### config.mk
export PLATFORM = sky130hd
export DESIGN_NAME = gtr_fifo
export DESIGN_NICKNAME = d
export VERILOG_FILES = /design/src/hdl/gtr_pkg.sv /design/src/hdl/gtr_fifo.sv
export SDC_FILE = /design/constraint.sdc
export NUM_CORES = 1
export LEC_CHECK = 0
export BUFFER_PORTS_ARGS = -buffer_cell sky130_fd_sc_hd__clkbuf_2
export CORE_MARGIN = 2
export CORE_UTILIZATION = 45
export DETAILED_ROUTE_END_ITERATION = 8
export PLACE_DENSITY = 0.67
export SYNTH_ARGS = -nofsm -noshare
export SYNTH_HDL_FRONTEND = slang
export SYNTH_SLANG_ARGS = --single-unit
### constraint.sdc
create_clock -name clk -period 13.49 [get_ports clk]
set_input_delay 2.698 -clock clk [delete_from_list [all_inputs] [get_ports clk]]
set_output_delay 2.698 -clock clk [all_outputs]
set_load 0.02 [all_outputs]
### src/hdl/gtr_pkg.sv
`timescale 1ns / 1ps

package gtr_pkg;

  localparam logic [7:0] GTR_FIRST_CODE = 8'h20;
  localparam logic [7:0] GTR_LAST_CODE  = 8'h7E;
  localparam logic [7:0] GTR_NEWLINE    = 8'h0A;
  localparam int unsigned GTR_CELL_ADV  = 6;
  localparam int unsigned GTR_LINE_ADV  = 8;
  localparam int unsigned GTR_CELL_W    = 6;
  localparam int unsigned GTR_CELL_H    = 8;
  localparam int unsigned GTR_GLYPH_CNT = 'h5F;
  localparam int unsigned GTR_FIFO_DEPTH = 2;

  localparam logic [15:0] GTR_WIDTH_RST  = 16'd240;
  localparam logic [15:0] GTR_HEIGHT_RST = 16'd240;

  localparam logic GTR_REG_WIDTH  = 1'b0;
  localparam logic GTR_REG_HEIGHT = 1'b1;

  typedef logic [0:4][7:0] gtr_glyph_t;

  typedef struct packed {
    logic [15:0] x;
    logic [15:0] y;
    logic [15:0] fg;
    logic [15:0] bg;
    gtr_glyph_t  glyph;
    logic [2:0]  ncols;
    logic [3:0]  nrows;
  } gtr_cell_t;

  function automatic gtr_glyph_t gtr_glyph(input logic [6:0] idx);
    gtr_glyph_t g;
    case (idx)
      7'd0:  g = {8'h00, 8'h00, 8'h00, 8'h00, 8'h00};
      7'd1:  g = {8'h00, 8'h00, 8'h5F, 8'h00, 8'h00};
      7'd2:  g = {8'h00, 8'h07, 8'h00, 8'h07, 8'h00};
      7'd3:  g = {8'h14, 8'h7F, 8'h14, 8'h7F, 8'h14};
      7'd4:  g = {8'h24, 8'h2A, 8'h7F, 8'h2A, 8'h12};
      7'd5:  g = {8'h23, 8'h13, 8'h08, 8'h64, 8'h62};
      7'd6:  g = {8'h36, 8'h49, 8'h55, 8'h22, 8'h50};
      7'd7:  g = {8'h00, 8'h05, 8'h03, 8'h00, 8'h00};
      7'd8:  g = {8'h00, 8'h1C, 8'h22, 8'h41, 8'h00};
      7'd9:  g = {8'h00, 8'h41, 8'h22, 8'h1C, 8'h00};
      7'd10: g = {8'h08, 8'h2A, 8'h1C, 8'h2A, 8'h08};
      7'd11: g = {8'h08, 8'h08, 8'h3E, 8'h08, 8'h08};
      7'd12: g = {8'h00, 8'h50, 8'h30, 8'h00, 8'h00};
      7'd13: g = {8'h08, 8'h08, 8'h08, 8'h08, 8'h08};
      7'd14: g = {8'h00, 8'h60, 8'h60, 8'h00, 8'h00};
      7'd15: g = {8'h20, 8'h10, 8'h08, 8'h04, 8'h02};
      7'd16: g = {8'h3E, 8'h51, 8'h49, 8'h45, 8'h3E};
      7'd17: g = {8'h00, 8'h42, 8'h7F, 8'h40, 8'h00};
      7'd18: g = {8'h42, 8'h61, 8'h51, 8'h49, 8'h46};
      7'd19: g = {8'h21, 8'h41, 8'h45, 8'h4B, 8'h31};
      7'd20: g = {8'h18, 8'h14, 8'h12, 8'h7F, 8'h10};
      7'd21: g = {8'h27, 8'h45, 8'h45, 8'h45, 8'h39};
      7'd22: g = {8'h3C, 8'h4A, 8'h49, 8'h49, 8'h30};
      7'd23: g = {8'h01, 8'h71, 8'h09, 8'h05, 8'h03};
      7'd24: g = {8'h36, 8'h49, 8'h49, 8'h49, 8'h36};
      7'd25: g = {8'h06, 8'h49, 8'h49, 8'h29, 8'h1E};
      7'd26: g = {8'h00, 8'h36, 8'h36, 8'h00, 8'h00};
      7'd27: g = {8'h00, 8'h56, 8'h36, 8'h00, 8'h00};
      7'd28: g = {8'h00, 8'h08, 8'h14, 8'h22, 8'h41};
      7'd29: g = {8'h14, 8'h14, 8'h14, 8'h14, 8'h14};
      7'd30: g = {8'h41, 8'h22, 8'h14, 8'h08, 8'h00};
      7'd31: g = {8'h02, 8'h01, 8'h51, 8'h09, 8'h06};
      7'd32: g = {8'h32, 8'h49, 8'h79, 8'h41, 8'h3E};
      7'd33: g = {8'h7E, 8'h11, 8'h11, 8'h11, 8'h7E};
      7'd34: g = {8'h7F, 8'h49, 8'h49, 8'h49, 8'h36};
      7'd35: g = {8'h3E, 8'h41, 8'h41, 8'h41, 8'h22};
      7'd36: g = {8'h7F, 8'h41, 8'h41, 8'h22, 8'h1C};
      7'd37: g = {8'h7F, 8'h49, 8'h49, 8'h49, 8'h41};
      7'd38: g = {8'h7F, 8'h09, 8'h09, 8'h01, 8'h01};
      7'd39: g = {8'h3E, 8'h41, 8'h41, 8'h51, 8'h32};
      7'd40: g = {8'h7F, 8'h08, 8'h08, 8'h08, 8'h7F};
      7'd41: g = {8'h00, 8'h41, 8'h7F, 8'h41, 8'h00};
      7'd42: g = {8'h20, 8'h40, 8'h41, 8'h3F, 8'h01};
      7'd43: g = {8'h7F, 8'h08, 8'h14, 8'h22, 8'h41};
      7'd44: g = {8'h7F, 8'h40, 8'h40, 8'h40, 8'h40};
      7'd45: g = {8'h7F, 8'h02, 8'h04, 8'h02, 8'h7F};
      7'd46: g = {8'h7F, 8'h04, 8'h08, 8'h10, 8'h7F};
      7'd47: g = {8'h3E, 8'h41, 8'h41, 8'h41, 8'h3E};
      7'd48: g = {8'h7F, 8'h09, 8'h09, 8'h09, 8'h06};
      7'd49: g = {8'h3E, 8'h41, 8'h51, 8'h21, 8'h5E};
      7'd50: g = {8'h7F, 8'h09, 8'h19, 8'h29, 8'h46};
      7'd51: g = {8'h46, 8'h49, 8'h49, 8'h49, 8'h31};
      7'd52: g = {8'h01, 8'h01, 8'h7F, 8'h01, 8'h01};
      7'd53: g = {8'h3F, 8'h40, 8'h40, 8'h40, 8'h3F};
      7'd54: g = {8'h1F, 8'h20, 8'h40, 8'h20, 8'h1F};
      7'd55: g = {8'h7F, 8'h20, 8'h18, 8'h20, 8'h7F};
      7'd56: g = {8'h63, 8'h14, 8'h08, 8'h14, 8'h63};
      7'd57: g = {8'h03, 8'h04, 8'h78, 8'h04, 8'h03};
      7'd58: g = {8'h61, 8'h51, 8'h49, 8'h45, 8'h43};
      7'd59: g = {8'h00, 8'h00, 8'h7F, 8'h41, 8'h41};
      7'd60: g = {8'h02, 8'h04, 8'h08, 8'h10, 8'h20};
      7'd61: g = {8'h41, 8'h41, 8'h7F, 8'h00, 8'h00};
      7'd62: g = {8'h04, 8'h02, 8'h01, 8'h02, 8'h04};
      7'd63: g = {8'h40, 8'h40, 8'h40, 8'h40, 8'h40};
      7'd64: g = {8'h00, 8'h01, 8'h02, 8'h04, 8'h00};
      7'd65: g = {8'h20, 8'h54, 8'h54, 8'h54, 8'h78};
      7'd66: g = {8'h7F, 8'h48, 8'h44, 8'h44, 8'h38};
      7'd67: g = {8'h38, 8'h44, 8'h44, 8'h44, 8'h20};
      7'd68: g = {8'h38, 8'h44, 8'h44, 8'h48, 8'h7F};
      7'd69: g = {8'h38, 8'h54, 8'h54, 8'h54, 8'h18};
      7'd70: g = {8'h08, 8'h7E, 8'h09, 8'h01, 8'h02};
      7'd71: g = {8'h08, 8'h14, 8'h54, 8'h54, 8'h3C};
      7'd72: g = {8'h7F, 8'h08, 8'h04, 8'h04, 8'h78};
      7'd73: g = {8'h00, 8'h44, 8'h7D, 8'h40, 8'h00};
      7'd74: g = {8'h20, 8'h40, 8'h44, 8'h3D, 8'h00};
      7'd75: g = {8'h00, 8'h7F, 8'h10, 8'h28, 8'h44};
      7'd76: g = {8'h00, 8'h41, 8'h7F, 8'h40, 8'h00};
      7'd77: g = {8'h7C, 8'h04, 8'h18, 8'h04, 8'h78};
      7'd78: g = {8'h7C, 8'h08, 8'h04, 8'h04, 8'h78};
      7'd79: g = {8'h38, 8'h44, 8'h44, 8'h44, 8'h38};
      7'd80: g = {8'h7C, 8'h14, 8'h14, 8'h14, 8'h08};
      7'd81: g = {8'h08, 8'h14, 8'h14, 8'h18, 8'h7C};
      7'd82: g = {8'h7C, 8'h08, 8'h04, 8'h04, 8'h08};
      7'd83: g = {8'h48, 8'h54, 8'h54, 8'h54, 8'h20};
      7'd84: g = {8'h04, 8'h3F, 8'h44, 8'h40, 8'h20};
      7'd85: g = {8'h3C, 8'h40, 8'h40, 8'h20, 8'h7C};
      7'd86: g = {8'h1C, 8'h20, 8'h40, 8'h20, 8'h1C};
      7'd87: g = {8'h3C, 8'h40, 8'h30, 8'h40, 8'h3C};
      7'd88: g = {8'h44, 8'h28, 8'h10, 8'h28, 8'h44};
      7'd89: g = {8'h0C, 8'h50, 8'h50, 8'h50, 8'h3C};
      7'd90: g = {8'h44, 8'h64, 8'h54, 8'h4C, 8'h44};
      7'd91: g = {8'h00, 8'h08, 8'h36, 8'h41, 8'h00};
      7'd92: g = {8'h00, 8'h00, 8'h7F, 8'h00, 8'h00};
      7'd93: g = {8'h00, 8'h41, 8'h36, 8'h08, 8'h00};
      7'd94: g = {8'h10, 8'h08, 8'h08, 8'h10, 8'h08};
      default: g = '0;
    endcase
    return g;
  endfunction

endpackage

### src/hdl/gtr_fifo.sv
`timescale 1ns / 1ps

module gtr_fifo
  import gtr_pkg::*;
(
  input  logic      clk,
  input  logic      rst_n,
  input  logic      push,
  input  gtr_cell_t push_cell,
  output logic      ready,
  input  logic      pop,
  output logic      valid,
  output gtr_cell_t head
);

  localparam int PW = (GTR_FIFO_DEPTH > 1) ? $clog2(GTR_FIFO_DEPTH) : 1;
  localparam int NW = $clog2(GTR_FIFO_DEPTH + 1);

  gtr_cell_t         mem_r [GTR_FIFO_DEPTH];
  logic [PW-1:0]     wr_r, wr_nxt;
  logic [PW-1:0]     rd_r, rd_nxt;
  logic [NW-1:0]     cnt_r, cnt_nxt;

  function automatic logic [PW-1:0] ptr_inc(input logic [PW-1:0] p);
    return (p == PW'(GTR_FIFO_DEPTH - 1)) ? '0 : p + PW'(1);
  endfunction

  always_comb begin
    ready   = (cnt_r != NW'(GTR_FIFO_DEPTH));
    valid   = (cnt_r != '0);
    head    = mem_r[rd_r];
    wr_nxt  = push ? ptr_inc(wr_r) : wr_r;
    rd_nxt  = pop ? ptr_inc(rd_r) : rd_r;
    cnt_nxt = cnt_r + NW'(push) - NW'(pop);
  end

  always_ff @(posedge clk) begin
    if (push) begin
      mem_r[wr_r] <= push_cell;
    end
  end

  always_ff @(posedge clk) begin
    if (!rst_n) begin
      wr_r  <= '0;
      rd_r  <= '0;
      cnt_r <= '0;
    end else begin
      wr_r  <= wr_nxt;
      rd_r  <= rd_nxt;
      cnt_r <= cnt_nxt;
    end
  end

endmodule

==> results.md <==
- Post-synthesis register bit count: 227
- Area leader, netlist: edfxtp_1
- Post-CTS setup buffers: 0
- Min-Delay Path Depth: 2
- Root buffer cell: clkbuf_16
- Core area: 0.0180 mm^2
- Tmin final: 5.36 ns
- Final Max Slew Viols: 0
- Critical Path AT: 2.67 ns
- F_max: 0.186 GHz
- Post-place instance area: 0.00961 mm^2
- Cells after synthesis: 366
- Width of the die: 140 um
- Synth Flop Type: edfxtp_1
- ANT cells: 0
- Unrepaired setup endpoints after global routing: false
- Post-Syn Nets: 483
- Post-synthesis sequential area ratio: 81.9%
- Num rows: 49
- Die Y: 140 um
- Worst-Margin Slew: 0.904 ns
- Count leader, synth: edfxtp_1
- PD cells: 152 mW/mm^2
- Ys async rst share: 0%
- DP Cell Count: 814
- Clock-pin slew on the worst setup and hold paths: 0.06 ns
- Setup TNS: 0 ns
- GR Overflow Total: 0
- Worst min path class: flop to flop
- Hold WS: 0.573 ns
- Status: finished clean
- R2R cell count: 2
- Synthesis Warnings: 0
- Final WL: 15.1 mm
- Final setup violating endpoints: 0
- Pre-CTS setup slack: 8.57 ns
- Fin nets: 727
- Synth top area cells: edfxtp_1, mux2_2, buf_6
- Drt first pass iters: 4
- Initial Utilization: 46.0%
- CP max FO: 58
- EDFF count, synth: 222
- CTS max path bufs: 3
- Syn avg cell area: 22.6 um^2
- Final setup skew: 0.00499 ns
- Slew margin rel.: 39.8%
- Hold buffers post-CTS: 0
- Total Die Area: 0.0195 mm^2
- Worst setup EP type: output pin
- Vias per Instance: 4.97
- Initial antenna violation count: 1
- Fill cells: 1402
- Clk Latency, worst-skew pair: 0.49 ns
- Req. time, crit path: 10.79 ns
- Yosys cell types: 14
- GPL Wtd Cong: 0.738
- First-pass GRT wire length: 23.2 mm
- Pin count of the biggest net entering global routing: 68
- Tot GR Track Use: 15.0%
- Setup CP Type: flop to output pin
- Via count: 4237
- Crit path launch type: flop
- # resized after CTS: 0
- Routed Antenna Nets: 0
- Leak pwr: 3.90 nW
- Port Buffers: 227
- Ports: 228
- Fin crit share: 39.8%
- Most frequent cells after synthesis: edfxtp_1, mux2_2, buf_6
- Max cap viols: 0
- Clock sinks: 227
- Fin area: 0.0102 mm^2
- CTS tree: done
- Number of CTS-inserted buffers: 23
- HPWL Detailed: 10.0 mm
- Hold Vio Cnt, Final: 0
- Vias in the first global route: 4580
- H-Tree Depth: 1
- Non-Filler Instances: 853
- Yosys top cell area share: 80.7%
- Setup ws final: 8.13 ns
- DRC Markers: 0
- Layout cells sized above 1: 59.9%
- DR iter-0 viols: 236
- Area growth, synth to finish: 24.0%
- VDD IR max: 0.116 mV
- DR WL/cell: 17.7 um
- Synthesized cell area: 0.00826 mm^2
==> metal layers <==
layer | wire length, um | part of all wire, % | vias to the layer above | global-route usage [%]
li1 | - | - | 1942 | -
met1 | 5900 | 39 | 2089 | 17.8
met2 | 7480 | 49 | 173 | 25.7
met3 | 1360 | 9.0 | 31 | 4.96
met4 | 346 | 2.3 | 2 | 5.48
met5 | 16 | 0.11 | - | 0
==> stage by stage <==
step                power [W]  utilization, %
global route          0.00162            57.1
floorplan            0.000965               -
global placement      0.00102            53.5
detailed placement    0.00103            53.5
finish                0.00156            57.1
CTS                   0.00158            57.1
==> critical path, stage by stage (launching register included) <==
cell,delay [ns]
dfxtp_4,0.82
buf_4,0.73
mux2_2,0.43
clkbuf_2,0.16
==> final timing paths <==
kind / start / to / slack, ns
worst max-delay path: flop / head[56] / 8.13
worst min-delay path: rd_r / flop / 0.57
worst max register to register: wr_r / mem_r[1][16] / 11.27
worst min register to register: rd_r / flop / 0.57
==> cells by family after synthesis <==
| logic type | count (synthesis) | synth area share (%) |
|---|---|---|
| AO/OA/AOI/OAI | 1 | 0.0909 |
| adder cells (fa/ha/maj) | 2 | 0.303 |
| AND/OR/NAND/NOR | 9 | 0.651 |
| multiplexers | 111 | 15.1 |
| flip-flops | 227 | 81.9 |
| buffers and inverters | 14 | 1.57 |
| XOR/XNOR | 2 | 0.379 |
==> state kept, by name (all words and copies together), names as in the netlist, named ones only <==
signal  cells
cnt_r       2
rd_r        1
mem_r     222
wr_r        1
==> final cells by class <==
type	count	area, um^2	area share (%)
Multi-Input combinational cell	125	1380	13.4
Clock inverter	12	51.3	0.500
Sequential cell	227	6770	66.1
Inverter	2	7.51	0.0732
Timing Repair Buffer	231	1170	11.4
Clock buffer	27	591	5.76
Tap cell	229	287	2.80
==> report_power, final <==
group / total (W) / internal (W) / switching [W]
Sequential: 0.000831 / 0.000816 / 0.0000146
Clock: 0.000545 / 0.000309 / 0.000235
Combinational: 0.000180 / 0.0000750 / 0.000105
==> cell usage in the layout, fill, tap and decap left out, types with 2 or more instances in the layout <==
| master | count |
|---|---|
| and2_1 | 3 |
| ha_1 | 2 |
| clkbuf_16 | 23 |
| clkbuf_1 | 4 |
| inv_1 | 2 |
| edfxtp_1 | 222 |
| clkbuf_2 | 227 |
| nor2b_1 | 2 |
| dfxtp_1 | 4 |
| clkinv_2 | 5 |
| clkinv_1 | 7 |
| mux2_2 | 111 |
| buf_4 | 4 |
No activity file was read; power rests on OpenSTA's default activity.
