**src/hdl/gtr_pkg.sv**
```systemverilog
`timescale 1ns / 1ps

package gtr_pkg;

  localparam logic [7:0] GTR_FIRST_CODE = 8'h20;
  localparam logic [7:0] GTR_LAST_CODE  = 8'h7E;
  localparam logic [7:0] GTR_NEWLINE    = 8'h0A;
  localparam int unsigned GTR_CELL_ADV  = 6;
  localparam int unsigned GTR_LINE_ADV  = 8;
  localparam int unsigned GTR_CELL_W    = 6;
  localparam int unsigned GTR_CELL_H    = 8;
  localparam int unsigned GTR_GLYPH_CNT = 'h5F;
  localparam int unsigned GTR_FIFO_DEPTH = 2;

  localparam logic [15:0] GTR_WIDTH_RST  = 16'd240;
  localparam logic [15:0] GTR_HEIGHT_RST = 16'd240;

  localparam logic GTR_REG_WIDTH  = 1'b0;
  localparam logic GTR_REG_HEIGHT = 1'b1;

  typedef logic [0:4][7:0] gtr_glyph_t;

  typedef struct packed {
    logic [15:0] x;
    logic [15:0] y;
    logic [15:0] fg;
    logic [15:0] bg;
    gtr_glyph_t  glyph;
    logic [2:0]  ncols;
    logic [3:0]  nrows;
  } gtr_cell_t;

  function automatic gtr_glyph_t gtr_glyph(input logic [6:0] idx);
    gtr_glyph_t g;
    case (idx)
      7'd0:  g = {8'h00, 8'h00, 8'h00, 8'h00, 8'h00};
      7'd1:  g = {8'h00, 8'h00, 8'h5F, 8'h00, 8'h00};
      7'd2:  g = {8'h00, 8'h07, 8'h00, 8'h07, 8'h00};
      7'd3:  g = {8'h14, 8'h7F, 8'h14, 8'h7F, 8'h14};
      7'd4:  g = {8'h24, 8'h2A, 8'h7F, 8'h2A, 8'h12};
      7'd5:  g = {8'h23, 8'h13, 8'h08, 8'h64, 8'h62};
      7'd6:  g = {8'h36, 8'h49, 8'h55, 8'h22, 8'h50};
      7'd7:  g = {8'h00, 8'h05, 8'h03, 8'h00, 8'h00};
      7'd8:  g = {8'h00, 8'h1C, 8'h22, 8'h41, 8'h00};
      7'd9:  g = {8'h00, 8'h41, 8'h22, 8'h1C, 8'h00};
      7'd10: g = {8'h08, 8'h2A, 8'h1C, 8'h2A, 8'h08};
      7'd11: g = {8'h08, 8'h08, 8'h3E, 8'h08, 8'h08};
      7'd12: g = {8'h00, 8'h50, 8'h30, 8'h00, 8'h00};
      7'd13: g = {8'h08, 8'h08, 8'h08, 8'h08, 8'h08};
      7'd14: g = {8'h00, 8'h60, 8'h60, 8'h00, 8'h00};
      7'd15: g = {8'h20, 8'h10, 8'h08, 8'h04, 8'h02};
      7'd16: g = {8'h3E, 8'h51, 8'h49, 8'h45, 8'h3E};
      7'd17: g = {8'h00, 8'h42, 8'h7F, 8'h40, 8'h00};
      7'd18: g = {8'h42, 8'h61, 8'h51, 8'h49, 8'h46};
      7'd19: g = {8'h21, 8'h41, 8'h45, 8'h4B, 8'h31};
      7'd20: g = {8'h18, 8'h14, 8'h12, 8'h7F, 8'h10};
      7'd21: g = {8'h27, 8'h45, 8'h45, 8'h45, 8'h39};
      7'd22: g = {8'h3C, 8'h4A, 8'h49, 8'h49, 8'h30};
      7'd23: g = {8'h01, 8'h71, 8'h09, 8'h05, 8'h03};
      7'd24: g = {8'h36, 8'h49, 8'h49, 8'h49, 8'h36};
      7'd25: g = {8'h06, 8'h49, 8'h49, 8'h29, 8'h1E};
      7'd26: g = {8'h00, 8'h36, 8'h36, 8'h00, 8'h00};
      7'd27: g = {8'h00, 8'h56, 8'h36, 8'h00, 8'h00};
      7'd28: g = {8'h00, 8'h08, 8'h14, 8'h22, 8'h41};
      7'd29: g = {8'h14, 8'h14, 8'h14, 8'h14, 8'h14};
      7'd30: g = {8'h41, 8'h22, 8'h14, 8'h08, 8'h00};
      7'd31: g = {8'h02, 8'h01, 8'h51, 8'h09, 8'h06};
      7'd32: g = {8'h32, 8'h49, 8'h79, 8'h41, 8'h3E};
      7'd33: g = {8'h7E, 8'h11, 8'h11, 8'h11, 8'h7E};
      7'd34: g = {8'h7F, 8'h49, 8'h49, 8'h49, 8'h36};
      7'd35: g = {8'h3E, 8'h41, 8'h41, 8'h41, 8'h22};
      7'd36: g = {8'h7F, 8'h41, 8'h41, 8'h22, 8'h1C};
      7'd37: g = {8'h7F, 8'h49, 8'h49, 8'h49, 8'h41};
      7'd38: g = {8'h7F, 8'h09, 8'h09, 8'h01, 8'h01};
      7'd39: g = {8'h3E, 8'h41, 8'h41, 8'h51, 8'h32};
      7'd40: g = {8'h7F, 8'h08, 8'h08, 8'h08, 8'h7F};
      7'd41: g = {8'h00, 8'h41, 8'h7F, 8'h41, 8'h00};
      7'd42: g = {8'h20, 8'h40, 8'h41, 8'h3F, 8'h01};
      7'd43: g = {8'h7F, 8'h08, 8'h14, 8'h22, 8'h41};
      7'd44: g = {8'h7F, 8'h40, 8'h40, 8'h40, 8'h40};
      7'd45: g = {8'h7F, 8'h02, 8'h04, 8'h02, 8'h7F};
      7'd46: g = {8'h7F, 8'h04, 8'h08, 8'h10, 8'h7F};
      7'd47: g = {8'h3E, 8'h41, 8'h41, 8'h41, 8'h3E};
      7'd48: g = {8'h7F, 8'h09, 8'h09, 8'h09, 8'h06};
      7'd49: g = {8'h3E, 8'h41, 8'h51, 8'h21, 8'h5E};
      7'd50: g = {8'h7F, 8'h09, 8'h19, 8'h29, 8'h46};
      7'd51: g = {8'h46, 8'h49, 8'h49, 8'h49, 8'h31};
      7'd52: g = {8'h01, 8'h01, 8'h7F, 8'h01, 8'h01};
      7'd53: g = {8'h3F, 8'h40, 8'h40, 8'h40, 8'h3F};
      7'd54: g = {8'h1F, 8'h20, 8'h40, 8'h20, 8'h1F};
      7'd55: g = {8'h7F, 8'h20, 8'h18, 8'h20, 8'h7F};
      7'd56: g = {8'h63, 8'h14, 8'h08, 8'h14, 8'h63};
      7'd57: g = {8'h03, 8'h04, 8'h78, 8'h04, 8'h03};
      7'd58: g = {8'h61, 8'h51, 8'h49, 8'h45, 8'h43};
      7'd59: g = {8'h00, 8'h00, 8'h7F, 8'h41, 8'h41};
      7'd60: g = {8'h02, 8'h04, 8'h08, 8'h10, 8'h20};
      7'd61: g = {8'h41, 8'h41, 8'h7F, 8'h00, 8'h00};
      7'd62: g = {8'h04, 8'h02, 8'h01, 8'h02, 8'h04};
      7'd63: g = {8'h40, 8'h40, 8'h40, 8'h40, 8'h40};
      7'd64: g = {8'h00, 8'h01, 8'h02, 8'h04, 8'h00};
      7'd65: g = {8'h20, 8'h54, 8'h54, 8'h54, 8'h78};
      7'd66: g = {8'h7F, 8'h48, 8'h44, 8'h44, 8'h38};
      7'd67: g = {8'h38, 8'h44, 8'h44, 8'h44, 8'h20};
      7'd68: g = {8'h38, 8'h44, 8'h44, 8'h48, 8'h7F};
      7'd69: g = {8'h38, 8'h54, 8'h54, 8'h54, 8'h18};
      7'd70: g = {8'h08, 8'h7E, 8'h09, 8'h01, 8'h02};
      7'd71: g = {8'h08, 8'h14, 8'h54, 8'h54, 8'h3C};
      7'd72: g = {8'h7F, 8'h08, 8'h04, 8'h04, 8'h78};
      7'd73: g = {8'h00, 8'h44, 8'h7D, 8'h40, 8'h00};
      7'd74: g = {8'h20, 8'h40, 8'h44, 8'h3D, 8'h00};
      7'd75: g = {8'h00, 8'h7F, 8'h10, 8'h28, 8'h44};
      7'd76: g = {8'h00, 8'h41, 8'h7F, 8'h40, 8'h00};
      7'd77: g = {8'h7C, 8'h04, 8'h18, 8'h04, 8'h78};
      7'd78: g = {8'h7C, 8'h08, 8'h04, 8'h04, 8'h78};
      7'd79: g = {8'h38, 8'h44, 8'h44, 8'h44, 8'h38};
      7'd80: g = {8'h7C, 8'h14, 8'h14, 8'h14, 8'h08};
      7'd81: g = {8'h08, 8'h14, 8'h14, 8'h18, 8'h7C};
      7'd82: g = {8'h7C, 8'h08, 8'h04, 8'h04, 8'h08};
      7'd83: g = {8'h48, 8'h54, 8'h54, 8'h54, 8'h20};
      7'd84: g = {8'h04, 8'h3F, 8'h44, 8'h40, 8'h20};
      7'd85: g = {8'h3C, 8'h40, 8'h40, 8'h20, 8'h7C};
      7'd86: g = {8'h1C, 8'h20, 8'h40, 8'h20, 8'h1C};
      7'd87: g = {8'h3C, 8'h40, 8'h30, 8'h40, 8'h3C};
      7'd88: g = {8'h44, 8'h28, 8'h10, 8'h28, 8'h44};
      7'd89: g = {8'h0C, 8'h50, 8'h50, 8'h50, 8'h3C};
      7'd90: g = {8'h44, 8'h64, 8'h54, 8'h4C, 8'h44};
      7'd91: g = {8'h00, 8'h08, 8'h36, 8'h41, 8'h00};
      7'd92: g = {8'h00, 8'h00, 8'h7F, 8'h00, 8'h00};
      7'd93: g = {8'h00, 8'h41, 8'h36, 8'h08, 8'h00};
      7'd94: g = {8'h10, 8'h08, 8'h08, 8'h10, 8'h08};
      default: g = '0;
    endcase
    return g;
  endfunction

endpackage

```
**src/hdl/gtr_back.sv**
```systemverilog
`timescale 1ns / 1ps

module gtr_back
  import gtr_pkg::*;
(
  input  logic        clk,
  input  logic        rst_n,
  input  logic        q_valid,
  input  gtr_cell_t   q_head,
  output logic        q_pop,
  output logic        out_valid,
  input  logic        out_ready,
  output logic [15:0] pixel_x,
  output logic [15:0] pixel_y,
  output logic [15:0] colour,
  output logic        last_pixel
);

  gtr_cell_t   cur_r, cur_nxt;
  logic        busy_r, busy_nxt;
  logic [2:0]  col_r, col_nxt;
  logic [2:0]  row_r, row_nxt;

  logic        ov_r, ov_nxt;
  logic [15:0] px_r, px_nxt;
  logic [15:0] py_r, py_nxt;
  logic [15:0] pc_r, pc_nxt;
  logic        pl_r, pl_nxt;

  logic        adv, emit, row_last, col_last, at_end;
  logic [7:0]  col_bits;
  logic [15:0] pix_colour;

  always_comb begin
    adv      = !ov_r || out_ready;
    emit     = busy_r && adv;
    row_last = (({1'b0, row_r} + 4'd1) == cur_r.nrows);
    col_last = ((col_r + 3'd1) == cur_r.ncols);
    at_end   = row_last && col_last;
    q_pop    = q_valid && (!busy_r || (emit && at_end));

    case (col_r)
      3'd0:    col_bits = cur_r.glyph[0];
      3'd1:    col_bits = cur_r.glyph[1];
      3'd2:    col_bits = cur_r.glyph[2];
      3'd3:    col_bits = cur_r.glyph[3];
      3'd4:    col_bits = cur_r.glyph[4];
      default: col_bits = 8'h00;
    endcase
    if ((row_r == 3'd7) || (col_r == 3'd5)) begin
      pix_colour = cur_r.bg;
    end else begin
      pix_colour = col_bits[row_r] ? cur_r.fg : cur_r.bg;
    end

    cur_nxt  = cur_r;
    busy_nxt = busy_r;
    col_nxt  = col_r;
    row_nxt  = row_r;
    if (q_pop) begin
      cur_nxt  = q_head;
      busy_nxt = 1'b1;
      col_nxt  = '0;
      row_nxt  = '0;
    end else if (emit && at_end) begin
      busy_nxt = 1'b0;
    end else if (emit) begin
      if (row_last) begin
        row_nxt = '0;
        col_nxt = col_r + 3'd1;
      end else begin
        row_nxt = row_r + 3'd1;
      end
    end

    ov_nxt = ov_r;
    px_nxt = px_r;
    py_nxt = py_r;
    pc_nxt = pc_r;
    pl_nxt = pl_r;
    if (adv) begin
      ov_nxt = busy_r;
      px_nxt = cur_r.x + 16'(col_r);
      py_nxt = cur_r.y + 16'(row_r);
      pc_nxt = pix_colour;
      pl_nxt = at_end;
    end

    out_valid  = ov_r;
    pixel_x    = px_r;
    pixel_y    = py_r;
    colour     = pc_r;
    last_pixel = pl_r;
  end

  always_ff @(posedge clk) begin
    cur_r <= cur_nxt;
    col_r <= col_nxt;
    row_r <= row_nxt;
    px_r  <= px_nxt;
    py_r  <= py_nxt;
    pc_r  <= pc_nxt;
    pl_r  <= pl_nxt;
  end

  always_ff @(posedge clk) begin
    if (!rst_n) begin
      busy_r <= 1'b0;
      ov_r   <= 1'b0;
    end else begin
      busy_r <= busy_nxt;
      ov_r   <= ov_nxt;
    end
  end

`ifndef ASSERT_OFF
  a_walk_in_cell: assert property (@(posedge clk) disable iff (!rst_n)
    busy_r |-> (({1'b0, row_r} < cur_r.nrows) && (col_r < cur_r.ncols)))
    else $error("pixel walk left the visible cell");

  a_cell_nonempty: assert property (@(posedge clk) disable iff (!rst_n)
    busy_r |-> ((cur_r.ncols != 3'd0) && (cur_r.nrows != 4'd0)))
    else $error("empty cell reached the pixel walker");

  a_idle_after_end: assert property (@(posedge clk) disable iff (!rst_n)
    (emit && at_end && !q_valid) |=> !busy_r)
    else $error("walker stayed busy after final pixel");

  a_last_marks_end: assert property (@(posedge clk) disable iff (!rst_n)
    (emit && at_end) |=> (ov_r && pl_r))
    else $error("final pixel of a cell not flagged");
`endif

endmodule

```
**config.mk**
```make
export PLATFORM = sky130hd
export DESIGN_NAME = gtr_back
export DESIGN_NICKNAME = d
export VERILOG_FILES = /design/src/hdl/gtr_pkg.sv /design/src/hdl/gtr_back.sv
export SDC_FILE = /design/constraint.sdc
export NUM_CORES = 1
export LEC_CHECK = 0
export BUFFER_PORTS_ARGS = -buffer_cell sky130_fd_sc_hd__buf_2
export CAP_MARGIN = 10
export CORE_MARGIN = 4
export CORE_UTILIZATION = 57
export CTS_CLUSTER_DIAMETER = 40
export DETAILED_ROUTE_END_ITERATION = 6
export PLACE_DENSITY = 0.85
export RECOVER_POWER = 25
export SYNTH_ARGS = -nofsm -noshare
export SYNTH_HDL_FRONTEND = slang
export SYNTH_SLANG_ARGS = --single-unit
```
**constraint.sdc**
```tcl
create_clock -name clk -period 22.9 [get_ports clk]
set_input_delay 6.87 -clock clk [delete_from_list [all_inputs] [get_ports clk]]
set_output_delay 6.87 -clock clk [all_outputs]
set_load 0.05 [all_outputs]
```
==> impl_metrics.yaml, run 1 <==
critical_path:
  end_kind: "output port"
  worstPathArrival_ns: 9.08
  critPathMaxFanout: 52
  critPathLaunchType: "input pin"
  worstPathRequired_ns: 16.03
  path_class: "in2out"
global_route:
  overflow: 0
  grt_use_total: 0.186
  antenna_found_initial: 2
  grt_max_degree: 86
  grt_pass1_vias: 3821
  grt_pass1_wl_um: 18300
logic_synthesis:
  post_synth_num_cell_types: 50
  syn_nets: 499
  async_flop_share: 0
  syn_inst: 369
  synth.avg_cell_area_sq_um: 17.8
  yosys_warnings: 0
  synth-seq-area-share: 0.758
  syn_area_sq_mm: 0.00655
  dominantRegCellSynth: "edfxtp_1"
  synth_seq_cells: 168
  synth_edf_count: 160
timing:
  setup_viol: 0
  fin_setup_tns_ns: 0
  min_period_ns: 15.95
  hold_viol_final: 0
  worst_pin_slew_ns: 1.01
  fmaxAchievable_mhz: 62.7
  slew_viol_final: 0
  rsz0062_at_grt: "false"
  maxSlewHeadroom: 0.330
  period_share: 0.696
  fin_skew_ns: 0.00967
finish:
  fin_area_sq_mm: 0.00809
  nets: 679
  drive_above_1_share: 0.381
  multi_input_area_sq_mm: 0.00144
  diodes: 0
  area_delta_synth_final_pct: 23.4
  ff_latch_area_sq_mm: 0.00496
  nFillCells: 700
drt:
  ant_nets: 0
  firstDrtPassIters: 4
  drc_errors: 0
  via_per_inst: 5.33
  wire_per_inst_um: 17.0
  vias: 3738
  wl_um: 11900
  dr.first_iter.drc_count: 247
power:
  power_density_mw_per_mm2: 101
  leakagePower_nw: 3.15
  peakVddDrop_v: 0.0000559
clock_network:
  cts_tree: "yes"
  post_cts_resized: 0
  cts_buffers: 17
  ctsHoldBuffers: 0
  clock_tree.buffer_depth: 2
  clockRootBuffer: "clkbuf_16"
  htreeDepth: 4
  clk_pin_slew_ns: 0.06
  postCtsSetupRepairBufs: 0
  cts.sinks: 168
  clk_latency_ns: 0.41
place:
  portBuffers: 165
  hpwl_um: 8430
  placed_cell_area_sq_mm: 0.00753
  place_congestion: 0.816
die:
  ios: 166
  start_util: 0.594
  die_area_sq_mm: 0.0133
  rows: 38
  die_h_um: 115
  die_w_um: 115
  core_area_sq_mm: 0.0110
run:
  drv_cap: 0
run_status:
  status: "finished clean"
worst_hold_path:
  hold_class: "reg2reg"
cells in the final DEF, fill, tap and decap left out, types with 3 or more instances in the layout:
master / n
a21o_1: 3
xnor2_1: 28
nand3_1: 8
bufinv_16: 4
nand4_1: 7
xor2_1: 8
a222oi_1: 4
nand2_1: 18
clkinvlp_4: 3
a21oi_1: 9
inv_1: 14
nor2_1: 12
mux2_2: 10
nor3_1: 8
edfxtp_1: 160
ha_1: 13
mux2_1: 11
clkinv_2: 3
mux2i_1: 4
clkbuf_16: 17
o21ai_0: 3
buf_2: 165
dfxtp_1: 8
power by group:
part | total (mW) | switching [mW] | internal [mW]
combinational | 0.138 | 0.0948 | 0.0430
sequential | 0.387 | 0.0144 | 0.372
clock | 0.289 | 0.109 | 0.181
path summary, 6_finish.rpt:
kind	from	endpoint	slack (ns)	cells after the start
setup / recovery	out_ready	q_pop	6.95	6
hold / removal	cur_r[52]	colour[5]	0.53	1
setup reg to reg	col_r[2]	cur_r[5]	18.67	8
hold reg to reg	cur_r[52]	colour[5]	0.53	1
cells by family after synthesis:
logic type	count (synthesis)	synth area share
AND/OR/NAND/NOR	68	0.0559
AO/OA/AOI/OAI	34	0.0401
multiplexers	26	0.0502
flip-flops	168	0.758
buffers and inverters	22	0.0170
XOR/XNOR	36	0.0481
adder cells (fa/ha/maj)	15	0.0309
sequential cells by signal, summed over array words and instances (netlist names):
signal / count
cur_r: 111
pixel_y: 16
last_pixel: 1
out_valid: 1
row_r: 3
pixel_x: 16
col_r: 3
busy_r: 1
colour: 16
critical path, cell delays in order:
cell and delay (ns):
buf_2 0.07, nand2b_2 0.09, buf_4 0.53, a21oi_1 0.27, nor2b_4 0.80, buf_2 0.42
Yosys cell counts (2+ instances only):
library cell,n,area (sq um)
edfxtp_1,160,4800
inv_1,14,52.6
a21o_1,3,22.5
o21ai_0,3,15.0
a21oi_1,9,45.0
a222oi_1,4,40.0
nand3b_1,2,15.0
clkbuf_1,2,7.51
and4_1,2,17.5
nand3_1,8,40.0
xnor2_1,28,245
buf_6,3,33.8
dfxtp_1,8,160
buf_2,2,10.0
nor3_1,8,40.0
fa_1,2,40.0
mux2_2,10,113
nor2_1,12,45.0
xor2_1,8,70.1
nor2b_1,3,18.8
mux2_4,11,165
mux2i_1,4,40.0
ha_1,13,163
nand2_1,18,67.6
nand4_1,7,43.8
stage by stage:
step	power (mW)	hold slack (ns)	util	std cells	setup slack, ns
CTS	0.829	0.535	0.738	701	6.91
floorplan	0.504	0.456	-	369	3.95
finish	0.814	0.526	0.733	701	6.95
detailed placement	0.539	0.517	0.683	670	6.91
global route	0.847	0.548	0.733	701	6.79
global placement	0.536	0.512	0.683	670	7.05
area by class of cell:
| class | instances | area share |
|---|---|---|
| Clock inverter | 14 | 0.0226 |
| Sequential cell | 168 | 0.614 |
| Multi-Input combinational cell | 179 | 0.178 |
| Tap cell | 140 | 0.0217 |
| Clock buffer | 17 | 0.0526 |
| Timing Repair Buffer | 169 | 0.105 |
| Inverter | 14 | 0.00650 |
layer usage:
layer,global-route usage,share of wire,vias up
li1,-,-,1772
met3,0.0526,0.094,22
met5,0,0.0018,-
met2,0.286,0.49,176
met1,0.243,0.40,1764
met4,0.0931,0.020,4
No activity file was read; power rests on OpenSTA's default activity.
==> run 2: changes to the inputs <==
Settings changed: CORE_UTILIZATION 57 to 53, PLACE_DENSITY 0.85 to 0.8.
Clock period 22.9 ns to 16.5 ns, I/O delays scaled along.
==> run 2 against run 1 <==
Die area rose by 7.0%. Via count shrank 2.6%. Clock skew shrank 0.0025 ns. Sequential share of layout area decreased by 0.22 points. Largest power group unchanged. Highest routed layer unchanged.
==> impl_metrics.yaml, run 2 (same netlist as run 1, synthesis figures left out) <==
critical_path:
  end_kind: "output port"
  worstPathRequired_ns: 11.55
  worstPathCellList: "buf_2, nand2b_2, buf_4, a21oi_1, nor2b_4, buf_2"
  cp_slowest_cell: "nor2b_4"
  r2r_start: "row_r[0]"
  path_class: "in2out"
  critPathMaxFanout: 52
  worstPathArrival_ns: 7.24
  setup.worst_path.start: "out_ready"
  cp_common_cell: "buf_2"
  slowest_delay_ns: 0.90
  critPathLaunchType: "input pin"
  r2r_cells: 8
place:
  placed_cell_area_sq_mm: 0.00756
  place_congestion: 0.825
  portBuffers: 165
  place_ws_ns: 4.24
  hpwl_um: 8540
timing:
  worst_pin_slew_ns: 1.09
  rsz0062_at_grt: "false"
  setup_viol: 0
  fin_skew_ns: 0.00721
  fmaxAchievable_mhz: 82.0
  hold_viol_final: 0
  worst_slack_ns: 4.31
  fin_setup_tns_ns: 0
  maxSlewHeadroom: 0.273
  min_period_ns: 12.19
  slew_viol_final: 0
  period_share: 0.739
power:
  power_density_mw_per_mm2: 138
  peakVddDrop_v: 0.0000970
  p_int_mw: 0.818
  swShare: 0.267
  leakagePower_nw: 3.14
  p_sw_mw: 0.298
  pwr-share-seq: 0.480
  p_clk_frac: 0.348
  power.share.combinational: 0.172
  p_total_mw: 1.12
drt:
  drc_errors: 0
  wire_per_inst_um: 16.3
  vias: 3641
  wl_um: 11900
  via_per_inst: 4.99
  dr.first_iter.drc_count: 250
  ant_nets: 0
  firstDrtPassIters: 4
die:
  die_area_sq_mm: 0.0142
  rows: 40
  start_util: 0.543
  ios: 166
  core_area_sq_mm: 0.0121
  die_w_um: 119
  die_h_um: 119
clock_network:
  postCtsSetupRepairBufs: 0
  htreeDepth: 4
  post_cts_resized: 0
  ctsHoldBuffers: 0
  cts_tree: "yes"
  clk_latency_ns: 0.41
  cts_buffers: 17
  clockRootBuffer: "clkbuf_16"
  clk_pin_slew_ns: 0.06
  clock_tree.buffer_depth: 2
  cts.sinks: 168
worst_hold_path:
  hold_class: "reg2reg"
  whs_path_depth: 1
  worstHoldStart: "cur_r[61]"
global_route:
  grt_use_total: 0.177
  grt_max_degree: 78
  overflow: 0
  antenna_found_initial: 3
  grt_pass1_vias: 3814
  grt_pass1_wl_um: 19200
finish:
  fin_area_sq_mm: 0.00811
  drive_above_1_share: 0.381
  largest_reg_flops: 111
  final_cell_mix: "buf_2 (165), edfxtp_1 (160), xnor2_1 (28)"
  final_util: 0.673
  nets: 678
  area_delta_synth_final_pct: 23.8
  final_common_cell: "buf_2"
  largest-register: "cur_r"
run:
  drv_cap: 0
run_status:
  status: "finished clean"
-- run 2: stage by stage --
stage | instances | hold slack, ns
2_1_floorplan | 369 | 0.456
3_5_place_dp | 697 | 0.535
6_report | 730 | 0.526
5_1_grt | 730 | 0.554
3_3_place_gp | 697 | 0.510
4_1_cts | 729 | 0.545
-- run 2: worst max-delay path: cells and delay by family --
| family | cells | cell delay [ns] |
|---|---|---|
| AOI/OAI and AO/OA | 1 | 0.26 |
| and+or+nand+nor | 2 | 0.99 |
| buffers and inverters | 3 | 1.02 |
-- run 2: layout make-up --
type / count / area [sq um]
multi-input cells: 179 / 1440
repair buffers: 168 / 845
flip-flops and latches: 168 / 4960
fillers: 805 / 3950
clock buffers: 25 / 505
inverters: 14 / 52.6
clock inverters: 7 / 91.3
well taps: 168 / 210
diodes: 1 / 2.50
-- run 2: power groups by stage --
stage / sequential, mW / clock [mW] / combinational [mW]
after CTS: 0.536 / 0.395 / 0.205
after floorplan: 0.619 / 0 / 0.0804
after detailed placement: 0.544 / 0 / 0.205
final: 0.536 / 0.388 / 0.192
after global placement: 0.543 / 0 / 0.201
after global routing: 0.540 / 0.418 / 0.205
-- run 2: worst paths after layout --
check / endpoint / slack, ns
worst max register to register: cur_r[104] / 12.07
worst min-delay path: colour[14] / 0.53
worst max-delay path: q_pop / 4.31
worst min register to register: colour[14] / 0.53
-- run 2: routing by layer --
layer / up-vias / routed length [um] / track usage
met5: - / 27 / 0
met1: 1696 / 4830 / 0.219
li1: 1773 / - / -
met4: 4 / 258 / 0.0739
met3: 26 / 1020 / 0.0674
met2: 142 / 5750 / 0.282
